==> src/hw/rtl/gcd_pkg.sv <==
// Package with constants, types and helper functions for the great circle distance block.
package gcd_pkg;

  localparam int CordicStagesDefault = 24;
  localparam logic [15:0] RadiusReset = 16'd6371;

  localparam logic signed [23:0] LatMax = 24'sd5898240;
  localparam logic signed [24:0] LonMax = 25'sd11796480;
  localparam logic signed [26:0] Deg90Q17 = 27'sd11796480;
  localparam logic signed [26:0] Deg180Q17 = 27'sd23592960;
  localparam logic [63:0] PiQ60 = 64'h3243F6A8885A308D;
  localparam logic [31:0] PiQ30 = 32'(((PiQ60 + 64'd536870912) >> 30));
  localparam logic [63:0] DegToRad = (PiQ60 / 64'd180) >> 17;
  localparam logic signed [33:0] GainInvQ30 = 34'sh026DD3B6A;
  localparam logic signed [33:0] OneQ30 = 34'sd1073741824;
  localparam logic [25:0] DistMax = 26'd52707072;

  // Data word carried along the angle rotation chain.
  typedef struct packed {
    logic signed [33:0] x;
    logic signed [33:0] y;
    logic signed [33:0] z;
  } gcd_vec_t;

  // CORDIC arctangent table entry i in Q30.
  function automatic logic signed [33:0] gcd_atan(input int i);
    logic [63:0] v;
    logic signed [63:0] acc;
    logic [63:0] term;
    int sh;
    v = '0;
    acc = '0;
    if (i == 0) begin
      v = PiQ60;
    end else begin
      for (int k = 0; k < 32; k++) begin
        sh = i * (2 * k + 1);
        if (sh <= 62) begin
          term = (64'h4000000000000000 >> sh) / 64'(2 * k + 1);
          if (k % 2 == 1) acc = acc - $signed(term);
          else acc = acc + $signed(term);
        end
      end
      v = acc;
    end
    return 34'((v + 64'h80000000) >> 32);
  endfunction

endpackage

==> src/hw/rtl/gcd_sqrt_cell.sv <==
// One digit step of a pipelined integer square root.
module gcd_sqrt_cell import gcd_pkg::*; #(
  parameter int Step = 0,
  parameter int SideWidth = 1
) (
  input  logic                 clk,
  input  logic [61:0]          rem_in,
  input  logic [30:0]          root_in,
  input  logic [SideWidth-1:0] side_in,
  output logic [61:0]          rem_out,
  output logic [30:0]          root_out,
  output logic [SideWidth-1:0] side_out
);

  // Bit position 2*(30-Step); trial = (root << (31-Step)) | bit, root kept unshifted.
  localparam int Sh = 30 - Step;
  logic [63:0] trial;
  logic        take;

  always_comb begin
    trial = ({33'd0, root_in} << (Sh + 1)) | (64'd1 << (2 * Sh));
    take  = {2'b00, rem_in} >= trial;
  end

  always_ff @(posedge clk) begin
    rem_out  <= take ? 62'({2'b00, rem_in} - trial) : rem_in;
    root_out <= take ? (root_in | (31'd1 << Sh)) : root_in;
    side_out <= side_in;
  end

endmodule

==> config.mk <==
export PLATFORM = sky130hd
export DESIGN_NAME = gcd_sqrt_cell
export DESIGN_NICKNAME = d
export VERILOG_FILES = /design/src/hw/rtl/gcd_pkg.sv /design/src/hw/rtl/gcd_sqrt_cell.sv
export SDC_FILE = /design/constraint.sdc
export NUM_CORES = 1
export LEC_CHECK = 0
export ABC_AREA = 1
export BUFFER_PORTS_ARGS = -buffer_cell sky130_fd_sc_hd__buf_2
export CAP_MARGIN = 20
export CORE_MARGIN = 2
export CORE_UTILIZATION = 37
export DETAILED_ROUTE_END_ITERATION = 8
export PLACE_DENSITY_LB_ADDON = 0.3
export SKIP_CTS_REPAIR_TIMING = 1
export SLEW_MARGIN = 30
export SYNTH_ARGS = -nofsm -noshare
export SYNTH_HDL_FRONTEND = slang
export SYNTH_SLANG_ARGS = --single-unit
==> constraint.sdc <==
create_clock -name clk -period 1.9 [get_ports clk]
set_input_delay 0 -clock clk [delete_from_list [all_inputs] [get_ports clk]]
set_output_delay 0 -clock clk [all_outputs]
set_load 0.01 [all_outputs]
-- Yosys cells after proc, flatten, opt, wreduce, memory -nomap -nowiden
Index checks and enable logic that the tools add are counted.
- flip-flop bits (word level): 94
- logic and storage cells: 7
- magnitude comparators: 1
- multiplexer cells: 1
- add/subtract/negate cells: 1
- operator list (cell ; number):
    $ge 62x62->1 ; 1
    $mux 62 ; 1
    $sub 62x62->62 ; 1

-- Depth between registers and ports, before layout
Gate-level depths: netlist (run 1).
- depth after elaboration: 2
- mapped depth: 15

-- Least setup slack after synthesis (run 1)
No wires, ideal clock.
- kind: input -> register
- start point: in rem_in[31]
- end point: reg rem_out[61]
- arrival time: 1.400 ns
- path slack: 0.386 ns
- required time: 1.787 ns
- cell stages on the path: 14
- path through: inv_1 ha_1 inv_1 fa_1 nand3_1 nand3_1 nand2_1 nand2_1 nand2_1 nand2_1 nand2_1 nand3_1 nand3_1 nand2_1
- longest elaborated chain between the ends: 2
- elaborated cells between the ends (all ways): 3
- those cells by class: add/sub: 1; order compare: 1; mux: 1
- RTL lines (what ; RTL line ; text):
    start: declaration ; gcd_sqrt_cell.sv:7 ; input logic [61:0] rem_in,
    $sub 62x62->62 or $ge 62x62->1 (tied branches) ; gcd_sqrt_cell.sv:26, gcd_sqrt_cell.sv:22 ;
    $mux 62 (*) ; gcd_sqrt_cell.sv:26 ; rem_out <= take ? 62'({2'b00, rem_in} - trial) : rem_in;
    end signal: assignment ; gcd_sqrt_cell.sv:26 ;
    end: declaration ; gcd_sqrt_cell.sv:10 ; output logic [61:0] rem_out,
Mark *: on every way between the ends. The rest lies on a longest branch, timed or not.
A chain may end at the register's enable or synchronous reset.

-- Worst setup path in the final report (run 1)
- start point: in rem_in[60]
- end point: reg rem_out[45]
- longest elaborated chain between the ends: 2
- RTL lines (what ; RTL line ; text):
    $ge 62x62->1 ; gcd_sqrt_cell.sv:22 ; take = {2'b00, rem_in} >= trial;
    $mux 62 ; gcd_sqrt_cell.sv:26 ;
No other way between the ends.

==> results.toml, run 1 <==
[setup_path]
cp_cell_sequence = "dlygate4sd3_1 > buf_2 > nand2_1 > inv_1 > a21oi_1 > nand2_1 > a21oi_2 > nand3_2 > buf_12 > nand2_1 > o21ai_1"
cp.required_ps = 2140
cp_max_fo = 31
cp_slowest_cell = "dlygate4sd3_1"
crit_buf_inv = 4
crit_top_cell = "nand2_1"
cp_num_cells = 11
start_kind = "input port"
max_stage_delay_ps = 540
crit_type = "in -> reg"
cp_top_family = "buffers and inverters"
end_kind = "flop"
critical_path_arrival_ps = 1800

[cts]
cts_buffer_depth = 2
cts_root_buf = "clkbuf_16"
cts_made_buffers = 9
cts_tree = "built"
cts-htree-levels = 3
path_clk_slew_ps = 70
cts_sinks = 94

[timing]
rsz0062_at_grt = "false"
tightest_slew_ps = 276
setup_viol = 0
fin_setup_tns_ps = 0
finalMaxSlewViolations = 0
finalCritPeriodShare = 0.823
fmax_ghz = 0.640
final_hold_viol_count = 0
min_period_ps = 1560
slew_headroom = 0.816

[final_layout]
drive_gt1_frac = 0.237
area_growth_pct = 54.0
insertedDiodeCount = 0
nets = 1200

[routing]
drt-total-wl_um = 15600
first_iter_violations = 193
vias = 5464
wire_per_inst_um = 12.5
drtAntennaViolNets = 0
via_per_inst = 4.35
drc = 0
drtPass1Iterations = 4

[worst_hold_path]
hold_path.class = "in -> reg"
min_from = "root_in[0]"
hold_end = "rem_out[31]$_DFF_P_"
hold_depth = 5

[floorplanning]
rows = 42
dieArea_um2 = 14300
core_um2 = 13100
die_y_um = 120
io_pins = 189
start_util = 0.376
die_w_um = 120

[grt]
grt_pass1_vias = 4832
grt-ovfl-total = 0
grt_pass1_wl_um = 22600
grt_max_degree = 32
grt.total_usage = 0.202
antenna_found_initial = 0

[logic_synthesis]
synth-compound-area-share = 0.0423
synth_warnings = 0
netlist_area_um2 = 4940
synth_top_family_by_area = "simple AND/OR/NAND/NOR gates"
synthSimpleGateAreaFrac = 0.336
syn_nets = 876
synthAdderAreaFrac = 0.0800
avgSynthCellArea_um2 = 6.59
yosysSeqAreaShare = 0.381
synthCells = 750
synth_mux_area_frac = 0
synthDistinctLibCells = 26
synth-seq-cells = 94
yosys.area_share.xor_xnor = 0.0248

[pwr]
power_density_nw_per_um2 = 738
vdd_drop_max_mv = 0.392
pwr-share-clk = 0.339
leakagePower_nw = 4.37
p_comb_frac = 0.274
seqPwrFrac = 0.388
p_switching_mw = 1.71
swShare = 0.304
power_mw = 5.62
p_int_mw = 3.92

[place]
dp_hpwl_um = 12000
io_buffers = 188
gp_congestion = 0.941

[outcome]
status = "completed"

[job]
drv_cap = 0
-- layout make-up --
class | instances | area (um^2)
sequential | 94 | 1880
clock inverter | 6 | 76.3
timing repair buffer | 321 | 2200
clock buffer | 10 | 239
multi-input combinational | 485 | 2390
tap | 176 | 220
fill | 1267 | 5520
inverter | 163 | 612
-- cells in the mapped netlist --
cell type	number	area, um^2
a21oi_2	1	8.76
fa_1	1	20.0
and2_1	7	43.8
o21ai_0	1	5.00
inv_1	159	597
nand3_2	1	10.0
nand2_1	266	998
o21ai_1	18	90.1
o21bai_1	2	15.0
nor2_1	55	206
clkbuf_1	3	11.3
nand2_2	2	12.5
nor2_2	2	12.5
dfxtp_1	94	1880
nor3_1	4	20.0
a21oi_1	18	90.1
nor2_4	1	11.3
inv_2	4	15.0
buf_6	4	45.0
buf_4	1	7.51
nand3b_1	1	7.51
xor2_1	14	123
ha_1	30	375
nand4_1	18	113
nand3_1	41	205
nor3_2	2	20.0
-- power groups by stage --
stage | clock network (mW) | registers [mW] | logic, mW
global placement | 0 | 2.22 | 1.38
floorplan | 0 | 2.32 | 0.700
finish | 1.90 | 2.18 | 1.54
global route | 2.03 | 2.20 | 1.72
detailed placement | 0 | 2.22 | 1.38
CTS | 1.94 | 2.18 | 1.39
-- state kept, by name, indices dropped and copies added (netlist names) --
| register | flops |
|---|---|
| rem_out | 62 |
| side_out | 1 |
| root_out | 31 |
-- metal layers --
metal / vias up / track usage / wire length [um]
li1: 2908 / - / -
met1: 2383 / 0.260 / 7210
met2: 164 / 0.341 / 7240
met3: 9 / 0.0475 / 1050
met4: 0 / 0.0485 / 140
met5: - / 0 / 0
-- placed cells by master, fill, tap and decap left out, types with 3 or more instances in the layout --
cell type,synthesis,layout
inv_6,0,3
inv_1,159,159
a21oi_1,18,18
dfxtp_1,94,94
nand3_1,41,41
inv_2,4,4
buf_4,1,37
ha_1,30,30
and2_1,7,7
buf_2,0,188
nor2_1,55,55
nand2_1,266,266
o21ai_1,18,18
xor2_1,14,14
nor3_1,4,4
nand4_1,18,18
dlygate4sd3_1,0,94
clkbuf_16,0,9
-- stage by stage --
step / worst slack (ps) / util / cells / area (um^2) / hold WS, ps
CTS: 442 / 0.508 / 1161 / 6680 / -262
global route: 171 / 0.580 / 1255 / 7620 / 96.9
floorplan: 386 / - / 750 / 4940 / 27.7
finish: 337 / 0.580 / 1255 / 7620 / 55.8
global placement: 111 / 0.484 / 1145 / 6360 / 102
detailed placement: 85.4 / 0.484 / 1145 / 6360 / 104
-- cells by family (layout without fill, tap and decap cells) --
| logic type | Yosys count | after routing |
|---|---|---|
| AOI/OAI and AO/OA | 40 | 40 |
| adders and majority gates | 31 | 31 |
| and+or+nand+nor | 400 | 400 |
| xor gates and xnor gates | 14 | 14 |
| buffers and inverters | 171 | 500 |
| DFF | 94 | 94 |
-- tightest hold or removal path: cells and delay by family --
| kind | cells | cell delay [ps] |
|---|---|---|
| buffers and inverters | 2 | 140 |
| AOI/OAI and AO/OA | 1 | 50 |
| adders and majority gates | 1 | 110 |
| and+or+nand+nor | 1 | 60 |
-- worst max path at each step --
stage | endpoint | slack (ps) | start
2_1_floorplan | rem_out[61]$_DFF_P_ | 390 | rem_in[31]
3_3_place_gp | rem_out[56]$_DFF_P_ | 110 | root_in[20]
3_5_place_dp | rem_out[45]$_DFF_P_ | 90 | root_in[20]
4_1_cts | rem_out[45]$_DFF_P_ | 440 | root_in[20]
5_1_grt | rem_out[45]$_DFF_P_ | 170 | rem_in[4]
6_report | rem_out[45]$_DFF_P_ | 340 | rem_in[60]
Power figures use the tool's default switching activity.
==> run 2, diff against run 1 <==
- ABC_AREA: 1 -> 0
- clock period: 1.9 -> 1.6 ns (I/O delays scaled with it)
==> run 2 against run 1 <==
Global-route usage is 0.77 points lower. Highest routed layer unchanged. First-iteration DRC count is 27% lower. Combinational power is 45% higher. Non-clock buffer count is 81 higher. Cell area is 4.9% higher. Cell count is 22% lower. Sequential power is 17% higher. Via count is 13% lower. The run now ends with negative hold slack, negative setup slack left. Hold slack worse by 58 ps. Setup slack worse by 590 ps. Flip-flop and latch count stayed put.
==> results.toml, run 2 <==
[routing]
vias = 4727
drtAntennaViolNets = 0
via_per_inst = 4.82
drc = 0
first_iter_violations = 141
wire_per_inst_um = 14.5
drtPass1Iterations = 4
drt-total-wl_um = 14200

[logic_synthesis]
synth_top_area_frac = 0.460
synthFlopType = "dfxtp_1"
async_reset_ff_frac = 0
yosysSeqAreaShare = 0.460
synth-seq-cells = 94
netlist_top_cells_area = "dfxtp_1 (46%), ha_1 (9.2%), a21oi_1 (5.6%)"
yosysMostFrequentCell = "dfxtp_1"
synth_edf_count = 0
synth_warnings = 0
synth_top_area_cell = "dfxtp_1"
avgSynthCellArea_um2 = 9.21
ys_top_cells_by_count = "dfxtp_1 (94), a21oi_1 (46), nand2_1 (38)"
synthDistinctLibCells = 52
syn_nets = 570
synthCells = 444
netlist_area_um2 = 4090

[floorplanning]
dieArea_um2 = 11900
core_um2 = 10800
die_y_um = 109
io_pins = 189
start_util = 0.379
die_w_um = 109
rows = 38

[setup_path]
cp_slowest_cell = "fa_2"
crit_buf_inv = 3
cp_top_family = "compound AO/OA/AOI/OAI gates"
crit_type = "in -> reg"
critical_path_arrival_ps = 2130
cp_cell_sequence = "buf_12 > inv_12 > ha_4 > inv_2 > fa_2 > a21o_1 > a221o_1 > and2_4 > o41ai_4 > o21ai_2 > a21boi_2 > xor2_1 > a21oi_1"
cp_max_fo = 2
end_kind = "flop"
max_stage_delay_ps = 330
start_kind = "input port"
cp.required_ps = 1870

[timing]
finalMaxSlewViolations = 0
min_period_ps = 1860
finalCritPeriodShare = 1.16
slew_headroom = 0.749
rsz0062_at_grt = "true"
final_hold_viol_count = 2
hold_ws_ps = -2.44
setup_slack_ps = -257
fmax_ghz = 0.538
setup_viol = 31
tightest_slew_ps = 372

[final_layout]
drive_gt1_frac = 0.508
reg_top3 = "rem_out x62, root_out x31, side_out x1"
layout_common_cells = "buf_2 (181), buf_4 (106), dfxtp_1 (94), dlygate4sd3_1 (92), nand2_1 (30)"
final_util = 0.740
largest_register_ffs = 62
area_growth_pct = 95.4
nets = 963
layout_commonest_cell = "buf_2"
insertedDiodeCount = 0
nFillCells = 740
regMostFlops = "rem_out"

[cts]
cts_buffer_depth = 2
path_clk_slew_ps = 90
cts-htree-levels = 3
cts_tree = "built"
cts_made_buffers = 9
cts_root_buf = "clkbuf_8"
cts_sinks = 94

[outcome]
status = "complete, but fails checks"
violations = "negative hold slack, negative setup slack"

[pwr]
vdd_drop_max_mv = 0.548
power_mw = 6.77
power_density_nw_per_um2 = 847
leakagePower_nw = 3.82

[worst_hold_path]
min_from = "rem_in[46]"
hold_end = "rem_out[46]$_DFF_P_"
hold_depth = 4
hold_path.class = "in -> reg"

[place]
gp_congestion = 0.835
io_buffers = 188
dp_slack_ps = -834
dp_hpwl_um = 9650

[grt]
grt_max_degree = 15
antenna_found_initial = 0
grt-ovfl-total = 0
grt_pass1_wl_um = 18000
grt.total_usage = 0.194
grt_pass1_vias = 3993

[job]
drv_cap = 0
-- run 2: cell count changes in the layout (fill, tap and decap cells not counted), sizes merged, moves of 8 or more --
cell and change:
a21o +17, a21oi +27, buf +80, inv -135, nand2 -230, nand3 -38
nor2 -32, nor4 +8, o21ai +9, xnor2 +14
-- run 2: final cells by class --
type	instances	area [um^2]	area share
clock buffer	12	165	0.0207
clock inverter	3	90.1	0.0113
inverter	32	140	0.0175
multi-input combinational	298	2580	0.323
sequential	94	1880	0.235
tap	140	175	0.0219
timing repair buffer	402	2960	0.370
-- run 2: worst max path at each step --
stage,startpoint,end,slack (ps),cells past startpoint
floorplan,rem_in[31],rem_out[49]$_DFF_P_,-490,12
global placement,rem_in[31],rem_out[49]$_DFF_P_,-780,13
detailed placement,rem_in[31],rem_out[49]$_DFF_P_,-830,13
CTS,rem_in[31],rem_out[49]$_DFF_P_,-440,13
global route,rem_in[31],rem_out[49]$_DFF_P_,-330,13
finish,rem_in[31],rem_out[49]$_DFF_P_,-260,13
-- run 2: routing by layer --
layer  vias to the layer above  global-route usage  wire, um
met1                      2216               0.226      5810
met4                         0              0.0714       207
li1                       2346                   -         -
met2                       149               0.344      7300
met3                        16              0.0460       874
met5                         -                   0         0
-- run 2: cell families after synthesis --
group                      count (synthesis)  synth area share
buffers and inverters                     52            0.0548
muxes                                      3           0.00826
AOI/OAI and AO/OA                        122             0.187
xor gates and xnor gates                  25            0.0535
and+or+nand+nor                          117             0.140
adders and majority gates                 31            0.0967
DFF                                       94             0.460
-- run 2: per-stage QoR --
stage	cells	setup TNS, ps	hold slack [ps]	instance area [um^2]
global placement	860	-18310	104	6070
global route	981	-3910	6.04	7990
finish	981	-2200	-2.44	7990
CTS	875	-7380	-295	6320
floorplan	444	-7610	27.7	4280
detailed placement	860	-20220	110	6070
-- run 2: where the power goes --
group	leakage, nW	switching (mW)	internal, mW
Combinational	2.90	1.04	1.20
Sequential	0.793	0.0446	2.52
Clock	0.129	0.810	1.16
Total	3.82	1.90	4.87
