--- src/hw/rtl/gcd_pkg.sv ---
// Package with constants, types and helper functions for the great circle distance block.
package gcd_pkg;

  localparam int CordicStagesDefault = 24;
  localparam logic [15:0] RadiusReset = 16'd6371;

  localparam logic signed [23:0] LatMax = 24'sd5898240;
  localparam logic signed [24:0] LonMax = 25'sd11796480;
  localparam logic signed [26:0] Deg90Q17 = 27'sd11796480;
  localparam logic signed [26:0] Deg180Q17 = 27'sd23592960;
  localparam logic [63:0] PiQ60 = 64'h3243F6A8885A308D;
  localparam logic [31:0] PiQ30 = 32'(((PiQ60 + 64'd536870912) >> 30));
  localparam logic [63:0] DegToRad = (PiQ60 / 64'd180) >> 17;
  localparam logic signed [33:0] GainInvQ30 = 34'sh026DD3B6A;
  localparam logic signed [33:0] OneQ30 = 34'sd1073741824;
  localparam logic [25:0] DistMax = 26'd52707072;

  // Data word carried along the angle rotation chain.
  typedef struct packed {
    logic signed [33:0] x;
    logic signed [33:0] y;
    logic signed [33:0] z;
  } gcd_vec_t;

  // CORDIC arctangent table entry i in Q30.
  function automatic logic signed [33:0] gcd_atan(input int i);
    logic [63:0] v;
    logic signed [63:0] acc;
    logic [63:0] term;
    int sh;
    v = '0;
    acc = '0;
    if (i == 0) begin
      v = PiQ60;
    end else begin
      for (int k = 0; k < 32; k++) begin
        sh = i * (2 * k + 1);
        if (sh <= 62) begin
          term = (64'h4000000000000000 >> sh) / 64'(2 * k + 1);
          if (k % 2 == 1) acc = acc - $signed(term);
          else acc = acc + $signed(term);
        end
      end
      v = acc;
    end
    return 34'((v + 64'h80000000) >> 32);
  endfunction

endpackage

--- src/hw/rtl/gcd_rot_cell.sv ---
// One rotation or vectoring CORDIC cell of the chain.
module gcd_rot_cell import gcd_pkg::*; #(
  parameter int Index = 0,
  parameter bit Vectoring = 1'b0,
  parameter int SideWidth = 1
) (
  input  logic                 clk,
  input  gcd_vec_t             vec_in,
  input  logic [SideWidth-1:0] side_in,
  output gcd_vec_t             vec_out,
  output logic [SideWidth-1:0] side_out
);

  localparam logic signed [33:0] Atan = gcd_atan(Index);

  gcd_vec_t vec_next;
  logic     dir_pos;
  logic signed [33:0] dx, dy;

  always_comb begin
    dx = vec_in.y >>> Index;
    dy = vec_in.x >>> Index;
    dir_pos = Vectoring ? !vec_in.y[33] : !vec_in.z[33];
    vec_next = vec_in;
    if (Vectoring) begin
      if (dir_pos) begin
        vec_next.x = vec_in.x + dx;
        vec_next.y = vec_in.y - dy;
        vec_next.z = vec_in.z + Atan;
      end else begin
        vec_next.x = vec_in.x - dx;
        vec_next.y = vec_in.y + dy;
        vec_next.z = vec_in.z - Atan;
      end
    end else begin
      if (dir_pos) begin
        vec_next.x = vec_in.x - dx;
        vec_next.y = vec_in.y + dy;
        vec_next.z = vec_in.z - Atan;
      end else begin
        vec_next.x = vec_in.x + dx;
        vec_next.y = vec_in.y - dy;
        vec_next.z = vec_in.z + Atan;
      end
    end
  end

  always_ff @(posedge clk) begin
    vec_out  <= vec_next;
    side_out <= side_in;
  end

endmodule

--- config.mk ---
export PLATFORM = sky130hd
export DESIGN_NAME = gcd_rot_cell
export DESIGN_NICKNAME = d
export VERILOG_FILES = /design/src/hw/rtl/gcd_pkg.sv /design/src/hw/rtl/gcd_rot_cell.sv
export SDC_FILE = /design/constraint.sdc
export NUM_CORES = 1
export LEC_CHECK = 0
export ABC_AREA = 1
export BUFFER_PORTS_ARGS = -buffer_cell sky130_fd_sc_hd__buf_2
export CORE_ASPECT_RATIO = 1.5
export CORE_MARGIN = 5
export CORE_UTILIZATION = 35
export CTS_BUF_LIST = sky130_fd_sc_hd__clkbuf_8 sky130_fd_sc_hd__clkbuf_16
export DETAILED_ROUTE_END_ITERATION = 12
export MAX_ROUTING_LAYER = met4
export PLACE_DENSITY = 0.5
export RECOVER_POWER = 25
export SKIP_LAST_GASP = 1
export SYNTH_ARGS = -nofsm -noshare
export SYNTH_HDL_FRONTEND = slang
export SYNTH_SLANG_ARGS = --single-unit
--- constraint.sdc ---
create_clock -name clk -period 3.5 [get_ports clk]
set_input_delay 0.525 -clock clk [delete_from_list [all_inputs] [get_ports clk]]
set_output_delay 0.525 -clock clk [all_outputs]
set_load 0.05 [all_outputs]
# Word-level counts from Yosys, hierarchy flattened
# Index checks and enable logic that the tools add are counted.
# W data, S select, Z words.
# classes
add_sub_neg	5
n_mux	1
# op_table
operator	count
$mux W102	1
$sub A34 B34 Y34	2
$add A34 B31 Y34 const B	1
$add A34 B34 Y34	1
$sub A34 B31 Y34 const B	1
# totals
ff_bits	103
in_bits	104
output_inout_bits	103
wordCells	10

# Logic depth before layout (Yosys ltp)
# Gate-level depths: netlist of the first run.
# logic_depth
depth_word	2
depth_mapped	17
ltp_nobuf	16

# Worst setup path after synthesis of the first run
# No wires, ideal clock.
# synth_path
path_type	input-to-reg
from	in vec_in[33] in the netlist's numbering
to	reg vec_out[32] in the netlist's numbering
setup_time_ps	112
arrival_time_ps	2608
t_required_ps	3388
setup_slack_ps	780
stages	12
n_path_buf	3
path_cell_list	clkbuf_1 > inv_1 > clkbuf_1 > buf_2 > ha_1 > a21oi_1 > a21boi_0 > o21ai_0 > a21oi_1 > nand2_1 > nand2_1 > nand2_1
# synth_lines
item	line	text
start, declared	gcd_rot_cell.sv:8	input gcd_vec_t vec_in,
end signal, assigned	gcd_rot_cell.sv:49	vec_out <= vec_next;
end, declared	gcd_rot_cell.sv:10	output gcd_vec_t vec_out,

==> qor.csv, run 1 <==
stage;metric;value;unit
sta;hold_viol;0;
clocking;h-tree-depth;3;
finish;layout.cells.non_filler;2493;
global_routing;grt_max_degree;43;
worst_hold_path;hold_path_class;in -> reg;
detailed_routing;wirelength;47.8;mm
yosys;synth_area_leader_cell;nand2_1;
placement;dpl.hpwl;41.6;mm
yosys;syn-cell-area;11300;um2
critical_path;required;3790;ps
yosys;synth_top_area_share;18.2;%
sta;clock.fmax;362;MHz
yosys;synth.distinct_cells;43;
global_routing;grt_first_pass_wirelength;71.7;mm
yosys;synth_fp_nets;2137;
critical_path;startpoint_type;input port;
pwr;power_density;423;nW/um2
die;die_w;157;um
sta;rsz0062_at_grt;no;
detailed_routing;drcViolationCount;0;
critical_path;end_kind;flop;
detailed_routing;firstDrtPassIters;6;
sta;setup_viol;0;
yosys;ys_seq_area_share;18.1;%
die;ios;207;
sta;setup-tns-final;0;ps
finish;area.growth.synth_to_final;14.1;%
clocking;path_clk_slew;80;ps
sta;fin_crit_sh;79.0;%
die;rows;80;
sta;max-slew-margin-rel;24.3;%
finish;layout.nets;2318;
finish;utilization;40.5;%
finish;n_antenna_cell;0;
placement;place_ws;599;ps
clocking;cts_sinks;102;
run_status;status;completed;
yosys;ys.flop_type;dfxtp_1;
yosys;synth-seq-cells;102;
sta;period_minus_slack;2770;ps
die;core_area;31800;um2
yosys;synth_commonest_cells;nand2_1, inv_1, nand3_1;
sta;holdWs;235;ps
placement;placed_cells;2478;
yosys;synth_most_common_cell;nand2_1;
yosys;synthArstFlopShare;0;%
clocking;cts_resized;0;
placement;port_buffers;206;
detailed_routing;wl_met2;26.0;mm
detailed_routing;ant_nets;0;
detailed_routing;via_per_inst;5.13;
global_routing;grt_usage;26.7;%
critical_path;crit_arrival;3050;ps
sta;worstMarginPinSlew;1130;ps
global_routing;antenna_found_initial;0;
pwr;vdd_ir_drop_max;0.267;mV
clocking;clockBufferDepth;2;
detailed_routing;avgRoutedWirePerCell;19.2;um
critical_path;critical_path_class;in -> reg;
detailed_routing;vias;12800;
job;drv_cap;0;
global_routing;globalRoute.totalOverflow;0;
detailed_routing;dr_wl_met3;1.85;mm
detailed_routing;wl_met1;17.2;mm
die;die-area;36100;um2
pwr;fin_total_pwr;5.45;mW
die;die_h;230;um
critical_path;cp_max_fo;27;
sta;layout_setup_ws;735;ps
clocking;cts.hold.buffers_added;0;
detailed_routing;drtIter0Drc;621;
pwr;power_leakage;6.88;nW
placement;gp_congestion;0.955;
yosys;yosysWarningCount;0;
detailed_routing;highest_layer;met4;
critical_path;endpoint;vec_out[28]$_DFF_P_;
global_routing;grt_pass1_vias;12800;
clocking;cts_root_buffer;clkbuf_16;
finish;final_area;12900;um2
die;start_util;35.5;%
yosys;synthTopCellsByArea;nand2_1, dfxtp_1, ha_1;
yosys;avgSynthCellArea;5.96;um2
worst_hold_path;hold_path_depth;1;
clocking;cts_tree;yes;
sta;drv_slew;0;
finish;drive_gt1_share;10.9;%
clocking;cts_setup_buffers;0;
clocking;cts_buffers;9;
critical_path;crit_start;vec_in[33];
yosys;netlist_instances;1898;
yosys;synth-edff-count;0;
placement;place_area;12700;um2
==> per-layer routing <==
layer / track usage [%] / vias to the layer above
met5: - / -
met1: 26.1 / 5858
met4: 14.2 / 0
met3: 2.61 / 105
met2: 50.7 / 368
li1: - / 6452
==> layout make-up <==
class / count / area [um2]
inverters: 275 / 1030
flip-flops and latches: 102 / 2040
fillers: 3635 / 18900
repair buffers: 214 / 1030
well taps: 410 / 513
multi-input cells: 1477 / 7970
clock buffers: 9 / 225
clock inverters: 6 / 86.3
==> state kept, by name, indices dropped and copies added (netlist names) <==
name,cells
side_out,1
vec_out,101
==> critical path, cell delays in order <==
cell      delay, ps
buf_2           110
inv_1           750
ha_1            430
nand2_1          80
o21ai_1         130
a21oi_1         460
o21bai_1        220
nand3_1         170
nand2_1          60
nand2_1          60
nand2_1          50
==> power breakdown <==
group / internal, mW / leakage [nW] / total (mW) / switching, mW
sequential: 1.38 / 0.860 / 1.45 / 0.0669
clock: 0.624 / 0.157 / 1.15 / 0.529
combinational: 0.693 / 5.86 / 2.85 / 2.15
total: 2.70 / 6.88 / 5.45 / 2.75
==> worst min path at each step <==
stage / start / end / slack (ps)
6_report: side_in / side_out$_DFF_P_ / 230
5_1_grt: side_in / side_out$_DFF_P_ / 230
4_1_cts: side_in / side_out$_DFF_P_ / 220
3_5_place_dp: side_in / side_out$_DFF_P_ / 630
3_3_place_gp: side_in / side_out$_DFF_P_ / 630
2_1_floorplan: side_in / side_out$_DFF_P_ / 550
==> cells by family after synthesis <==
family / Yosys count / share of synthesized area, %
and+or+nand+nor: 967 / 36.0
AOI/OAI and AO/OA: 329 / 15.7
DFF: 102 / 18.1
xor gates and xnor gates: 46 / 3.56
adders and majority gates: 135 / 15.2
buffers and inverters: 319 / 11.5
==> layout by cell type (no fill, tap or decap), drive strengths merged, types with 18 or more instances in the layout <==
cell	instances
o21bai	18
nand3	178
ha	131
nor2	171
nand2	556
nand4	18
dfxtp	102
a21oi	163
clkbuf	55
inv	276
xor2	40
nor3	22
o21ai	118
buf	168
Power figures use the tool's default switching activity.
==> run 2, diff against run 1 <==
- PLACE_DENSITY: 0.5 -> 0.52
- clock period: 3.5 -> 2.5 ns (I/O delays scaled with it)
==> run 2 against run 1 <==
Net effect: first-iteration DRC count decreased by 6.8%; via count increased by 2.9%; global-route usage decreased by 0.64 points; final cell count increased by 6.0%; clock-buffer cell count increased by 1; critical endpoint is now vec_out[21]$_DFF_P_; largest cell class unchanged.
==> qor.csv, run 2 (synthesis gave the netlist of run 1 again) <==
stage;metric;value;unit;change
run_status;status;completed;;
job;drv_cap;0;;unchanged
finish;reg.largest.list;vec_out (101), side_out (1);;
die;die_w;157;um;unchanged
critical_path;required;2770;ps;-1020 ps
detailed_routing;drcViolationCount;0;;unchanged
worst_hold_path;hold_path_class;in -> reg;;
sta;max-slew-margin-rel;30.0;%;+5.7 points
global_routing;grt_usage;26.1;%;-0.64 points
critical_path;critPathMaxStageDelay;460;ps;-290 ps
die;core_area;31800;um2;unchanged
clocking;cts_root_buffer;clkbuf_16;;
critical_path;cpMaxStageDelayCell;o21ai_0;;
critical_path;startpoint_type;input port;;
clocking;cts_resized;0;;unchanged
clocking;cts_tree;yes;;
global_routing;antenna_found_initial;0;;unchanged
detailed_routing;firstDrtPassIters;5;;-1
pwr;power_density;556;nW/um2;+32%
sta;worstMarginPinSlew;1050;ps;-85.1 ps
sta;holdWs;104;ps;-131 ps
sta;drv_slew;0;;unchanged
clocking;cts_buffers;9;;unchanged
sta;fin_crit_sh;89.0;%;
global_routing;globalRoute.totalOverflow;0;;unchanged
placement;port_buffers;206;;unchanged
die;die-area;36100;um2;unchanged
finish;final_common_cell;nand2_1;;
finish;layout.nets;2469;;+6.5%
sta;period_minus_slack;2230;ps;
clocking;clockBufferDepth;2;;unchanged
critical_path;crit_arrival;2490;ps;-560 ps
global_routing;grt_first_pass_wirelength;70.8;mm;-1.2%
placement;gp_congestion;1.03;;+7.5%
pwr;combPwrFrac;54.7;%;+2.5 points
critical_path;cpMostUsedCell;nand2_1;;
finish;drive_gt1_share;16.9;%;+6.0 points
critical_path;critical_path_class;in -> reg;;
detailed_routing;avgRoutedWirePerCell;17.7;um;-7.9%
clocking;path_clk_slew;70;ps;about the same
sta;hold_viol;0;;unchanged
detailed_routing;via_per_inst;4.98;;-2.9%
detailed_routing;wl_met1;17.4;mm;+0.89%
finish;multi_input_area;7970;um2;unchanged
detailed_routing;vias;13200;;+2.9%
clocking;cts_sinks;102;;unchanged
pwr;p_sw_share;49.1;%;-1.4 points
pwr;intPower;3.97;mW;+47%
die;start_util;35.5;%;unchanged
detailed_routing;wirelength;46.7;mm;-2.3%
placement;place_ws;-108;ps;-707 ps
placement;dpl.hpwl;41.0;mm;-1.3%
finish;n_antenna_cell;0;;unchanged
finish;utilization;44.0;%;+3.5 points
pwr;seq_power_share;26.0;%;-0.6 points
sta;layout_setup_ws;274;ps;-461 ps
detailed_routing;ant_nets;0;;unchanged
finish;nFillCells;3615;;-0.55%
critical_path;path_cells;clkbuf_1 -> inv_2 -> buf_4 -> ha_1 -> nand2_1 -> nor2_1 -> nand2_1 -> o21ai_0 -> nand2_1 -> nor2_1 -> nor2_1 -> nand2_1 -> nand2_1;;
finish;layout_common_cells;nand2_1, inv_1, nand3_1;;
finish;largest_reg_flops;101;;unchanged
clocking;h-tree-depth;3;;unchanged
global_routing;grt_pass1_vias;13200;;+3.2%
detailed_routing;drtIter0Drc;579;;-6.8%
finish;area.growth.synth_to_final;23.9;%;
global_routing;grt_max_degree;34;;-21%
clocking;cts.hold.buffers_added;0;;unchanged
critical_path;end_kind;flop;;
critical_path;cp_max_fo;10;;-63%
pwr;vdd_ir_drop_max;0.306;mV;+14%
worst_hold_path;hold_path_depth;1;;unchanged
die;die_h;230;um;unchanged
finish;seqCellArea;2040;um2;unchanged
pwr;power.switching;3.83;mW;+39%
die;rows;80;;unchanged
pwr;fin_total_pwr;7.80;mW;+43%
finish;regMostFlops;vec_out;;
detailed_routing;wl_met2;24.8;mm;-4.5%
sta;setup_viol;0;;unchanged
die;ios;207;;unchanged
detailed_routing;dr_wl_met3;1.79;mm;-3.4%
sta;clock.fmax;449;MHz;
clocking;cts_setup_buffers;0;;unchanged
pwr;power_leakage;7.59;nW;+10%
pwr;p_clk_share;19.3;%;-1.8 points
detailed_routing;highest_layer;met4;;
sta;rsz0062_at_grt;no;;
[run 2: cell types whose count changed in the layout (fill, tap and decap cells not counted), sizes merged]
cell / before / now
buf: 168 / 318
clkinv: 3 / 2
clkbuf: 55 / 57
bufinv: 2 / 1
[run 2: power groups by stage]
| stage | clock network (mW) | logic [mW] | registers [mW] |
|---|---|---|---|
| 6_report | 1.50 | 4.26 | 2.03 |
| 5_1_grt | 1.61 | 4.61 | 2.06 |
| 4_1_cts | 1.57 | 4.32 | 2.03 |
| 3_5_place_dp | 0 | 4.31 | 2.07 |
| 3_3_place_gp | 0 | 4.30 | 2.06 |
| 2_1_floorplan | 0 | 1.74 | 3.17 |
[run 2: final timing paths]
check        from  slack, ps                  end
max    vec_in[33]        270  vec_out[21]$_DFF_P_
min       side_in        100     side_out$_DFF_P_
[run 2: critical path, delay by kind of cell]
kind	cells	cell delay, ps
AOI/OAI and AO/OA	1	460
buffers and inverters	3	470
and+or+nand+nor	8	830
adders and majority gates	1	360
[run 2: metal layers]
layer,global-route usage [%],up-vias
met5,-,-
met4,13.3,0
met3,2.80,113
met2,49.0,340
met1,26.0,5929
li1,-,6773
[run 2: layout make-up]
cell class                 count  share of cell area (%)
multi-input combinational   1477                    56.9
timing repair buffer         365                    15.4
sequential                   102                    14.6
inverter                     275                    7.37
tap                          410                    3.66
clock buffer                  10                    1.71
clock inverter                 4                   0.402
[run 2: metrics by stage]
| step | cells | cell area, um2 | TNS (ps) |
|---|---|---|---|
| 6_report | 2643 | 14000 | 0 |
| 3_5_place_dp | 2629 | 13800 | -771 |
| 3_3_place_gp | 2629 | 13800 | -426 |
| 4_1_cts | 2643 | 14100 | 0 |
| 5_1_grt | 2643 | 14000 | 0 |
| 2_1_floorplan | 1898 | 11300 | 0 |
==> run 3, diff against run 2 <==
- CELL_PAD_IN_SITES_DETAIL_PLACEMENT: not set -> 2
- CELL_PAD_IN_SITES_GLOBAL_PLACEMENT: not set -> 2
- CORE_UTILIZATION: 35 -> 27
- PLACE_DENSITY: 0.52 -> 0.74
==> run 3 against run 2 <==
Net effect: die area grew 28%; critical endpoint is now vec_out[101]$_DFF_P_; combinational power up 4.9%; via count rose by 6.0%; critical path depth is 2 higher; final cell count increased by 6.5%; clock power about the same; largest cell class unchanged; global-route usage decreased by 1.6 points; sequential share of layout area shrank 0.34 points; design area grew 2.4%.
==> qor.csv, run 3 (synthesis gave the netlist of run 1 again) <==
stage;metric;value;unit;change
finish;regMostFlops;vec_out;;
placement;placed_cells;2796;;+6.4%
clocking;cts_root_buffer;clkbuf_16;;
global_routing;globalRoute.totalOverflow;0;;unchanged
critical_path;startpoint_type;input port;;
sta;period_minus_slack;2320;ps;+95.7 ps
critical_path;critPathTopFamily;simple AND/OR/NAND/NOR gates;;
sta;drv_slew;0;;unchanged
pwr;intPower;3.93;mW;-1.1%
die;ios;207;;unchanged
detailed_routing;via_per_inst;4.95;;-0.47%
detailed_routing;firstDrtPassIters;5;;unchanged
placement;gp_congestion;0.947;;-7.8%
critical_path;critPathMaxStageDelay;450;ps;about the same
finish;layout_common_cells;nand2_1, inv_1, buf_4;;
critical_path;cp_max_fo;6;;-4
die;die_w;177;um;+13%
worst_hold_path;min-delay-start;side_in;;
run_status;status;completed;;
clocking;cts_buffers;9;;unchanged
detailed_routing;ant_nets;0;;unchanged
sta;fin_crit_sh;92.9;%;+3.8 points
finish;utilization;34.7;%;-9.3 points
die;die_h;261;um;+13%
finish;final_common_cell;nand2_1;;
finish;area.growth.synth_to_final;26.9;%;
clocking;clockBufferDepth;2;;unchanged
critical_path;crit_start;vec_in[58];;
global_routing;grt_pass1_vias;15700;;+19%
detailed_routing;drcViolationCount;0;;unchanged
critical_path;path_cells;buf_2 -> inv_1 -> ha_1 -> buf_4 -> nor2_1 -> inv_1 -> nor2_2 -> nand2_1 -> nor3_1 -> buf_4 -> nand2_1 -> nand2_1 -> nand2_1 -> nand3_1 -> nand2_1;;
finish;nFillCells;5322;;+47%
critical_path;cpMostUsedCell;nand2_1;;
critical_path;crit_buf_inv;5;;+2
clocking;h-tree-depth;3;;unchanged
pwr;vdd_ir_drop_max;0.254;mV;-17%
placement;port_buffers;206;;unchanged
detailed_routing;drtIter0Drc;422;;-27%
die;die-area;46200;um2;+28%
sta;hold_viol;0;;unchanged
pwr;power.switching;4.07;mW;+6.4%
pwr;power_density;557;nW/um2;+0.18%
clocking;cts.hold.buffers_added;0;;unchanged
sta;setup_viol;0;;unchanged
sta;max-slew-margin-rel;58.6;%;+29 points
sta;rsz0062_at_grt;no;;
worst_hold_path;hold_path_class;in -> reg;;
pwr;p_clk_share;18.7;%;-0.6 points
clocking;cts_setup_buffers;0;;unchanged
sta;worstMarginPinSlew;623;ps;-427 ps
detailed_routing;wirelength;56.6;mm;+21%
detailed_routing;avgRoutedWirePerCell;20.1;um;+14%
clocking;cts_sinks;102;;unchanged
finish;layout.nets;2488;;+0.77%
clocking;path_clk_slew;70;ps;about the same
critical_path;end_kind;flop;;
sta;clock.fmax;431;MHz;-4.1%
die;core_area;41300;um2;+30%
die;start_util;27.4;%;-8.2 points
pwr;power_leakage;7.68;nW;+1.1%
critical_path;critical_path_class;in -> reg;;
job;drv_cap;0;;unchanged
clocking;cts_tree;yes;;
global_routing;grt_first_pass_wirelength;84.7;mm;+20%
finish;reg.largest.list;vec_out (101), side_out (1);;
finish;layout.cells.non_filler;2814;;+6.5%
pwr;seq_power_share;25.4;%;-0.6 points
critical_path;crit_arrival;2590;ps;+100 ps
detailed_routing;vias;13900;;+6.0%
die;rows;91;;+14%
global_routing;grt_max_degree;39;;+15%
finish;largest_reg_flops;101;;unchanged
global_routing;grt_usage;24.5;%;-1.6 points
pwr;p_sw_share;50.9;%;+1.8 points
critical_path;cpMaxStageDelayCell;ha_1;;
clocking;cts_resized;0;;unchanged
pwr;combPwrFrac;55.9;%;+1.2 points
critical_path;required;2770;ps;about the same
global_routing;antenna_found_initial;2;;+2
finish;drive_gt1_share;17.7;%;+0.82 points
placement;dpl.hpwl;50.4;mm;+23%
## run 3: cell types whose count changed in the layout (fill, tap and decap cells not counted), sizes merged
cell	previous run	this run
clkbuf	57	56
diode	0	2
inv	276	277
clkinvlp	0	2
bufinv	1	0
buf	318	338
## run 3: final timing paths
| check | to | slack, ps | cells after the start |
|---|---|---|---|
| setup / recovery | vec_out[101]$_DFF_P_ | 180 | 15 |
| hold / removal | side_out$_DFF_P_ | 100 | 1 |
## run 3: per-stage QoR
step	TNS (ps)	instance area [um2]	hold slack [ps]	power, mW	worst slack, ps
floorplan	0	11300	403	4.91	49.8
global placement	-710	14100	478	6.47	-147
detailed placement	-2380	14100	482	6.60	-186
CTS	0	14400	84.7	8.12	199
global route	0	14400	93.5	8.46	48.7
finish	0	14400	99.4	8.00	178
## run 3: routing by layer
| layer | routed length, um | GRT usage [%] |
|---|---|---|
| met1 | 20600 | 22.7 |
| met2 | 31700 | 49.6 |
| met3 | 1550 | 2.23 |
| met4 | 2760 | 10.9 |
| met5 | 0 | - |
## run 3: layout make-up
type	instances	area, um2	area share, %
diodes	2	5.00	0.0349
well taps	558	698	4.86
clock inverters	6	52.6	0.366
repair buffers	384	2310	16.1
flip-flops and latches	102	2040	14.2
clock buffers	10	239	1.67
inverters	275	1030	7.20
multi-input cells	1477	7970	55.5
## run 3: power groups by stage
stage / logic [mW] / clock network [mW] / registers (mW)
after floorplan: 1.74 / 0 / 3.17
after global placement: 4.40 / 0 / 2.06
after detailed placement: 4.53 / 0 / 2.07
after CTS: 4.55 / 1.54 / 2.04
after global routing: 4.80 / 1.59 / 2.06
final: 4.47 / 1.49 / 2.03
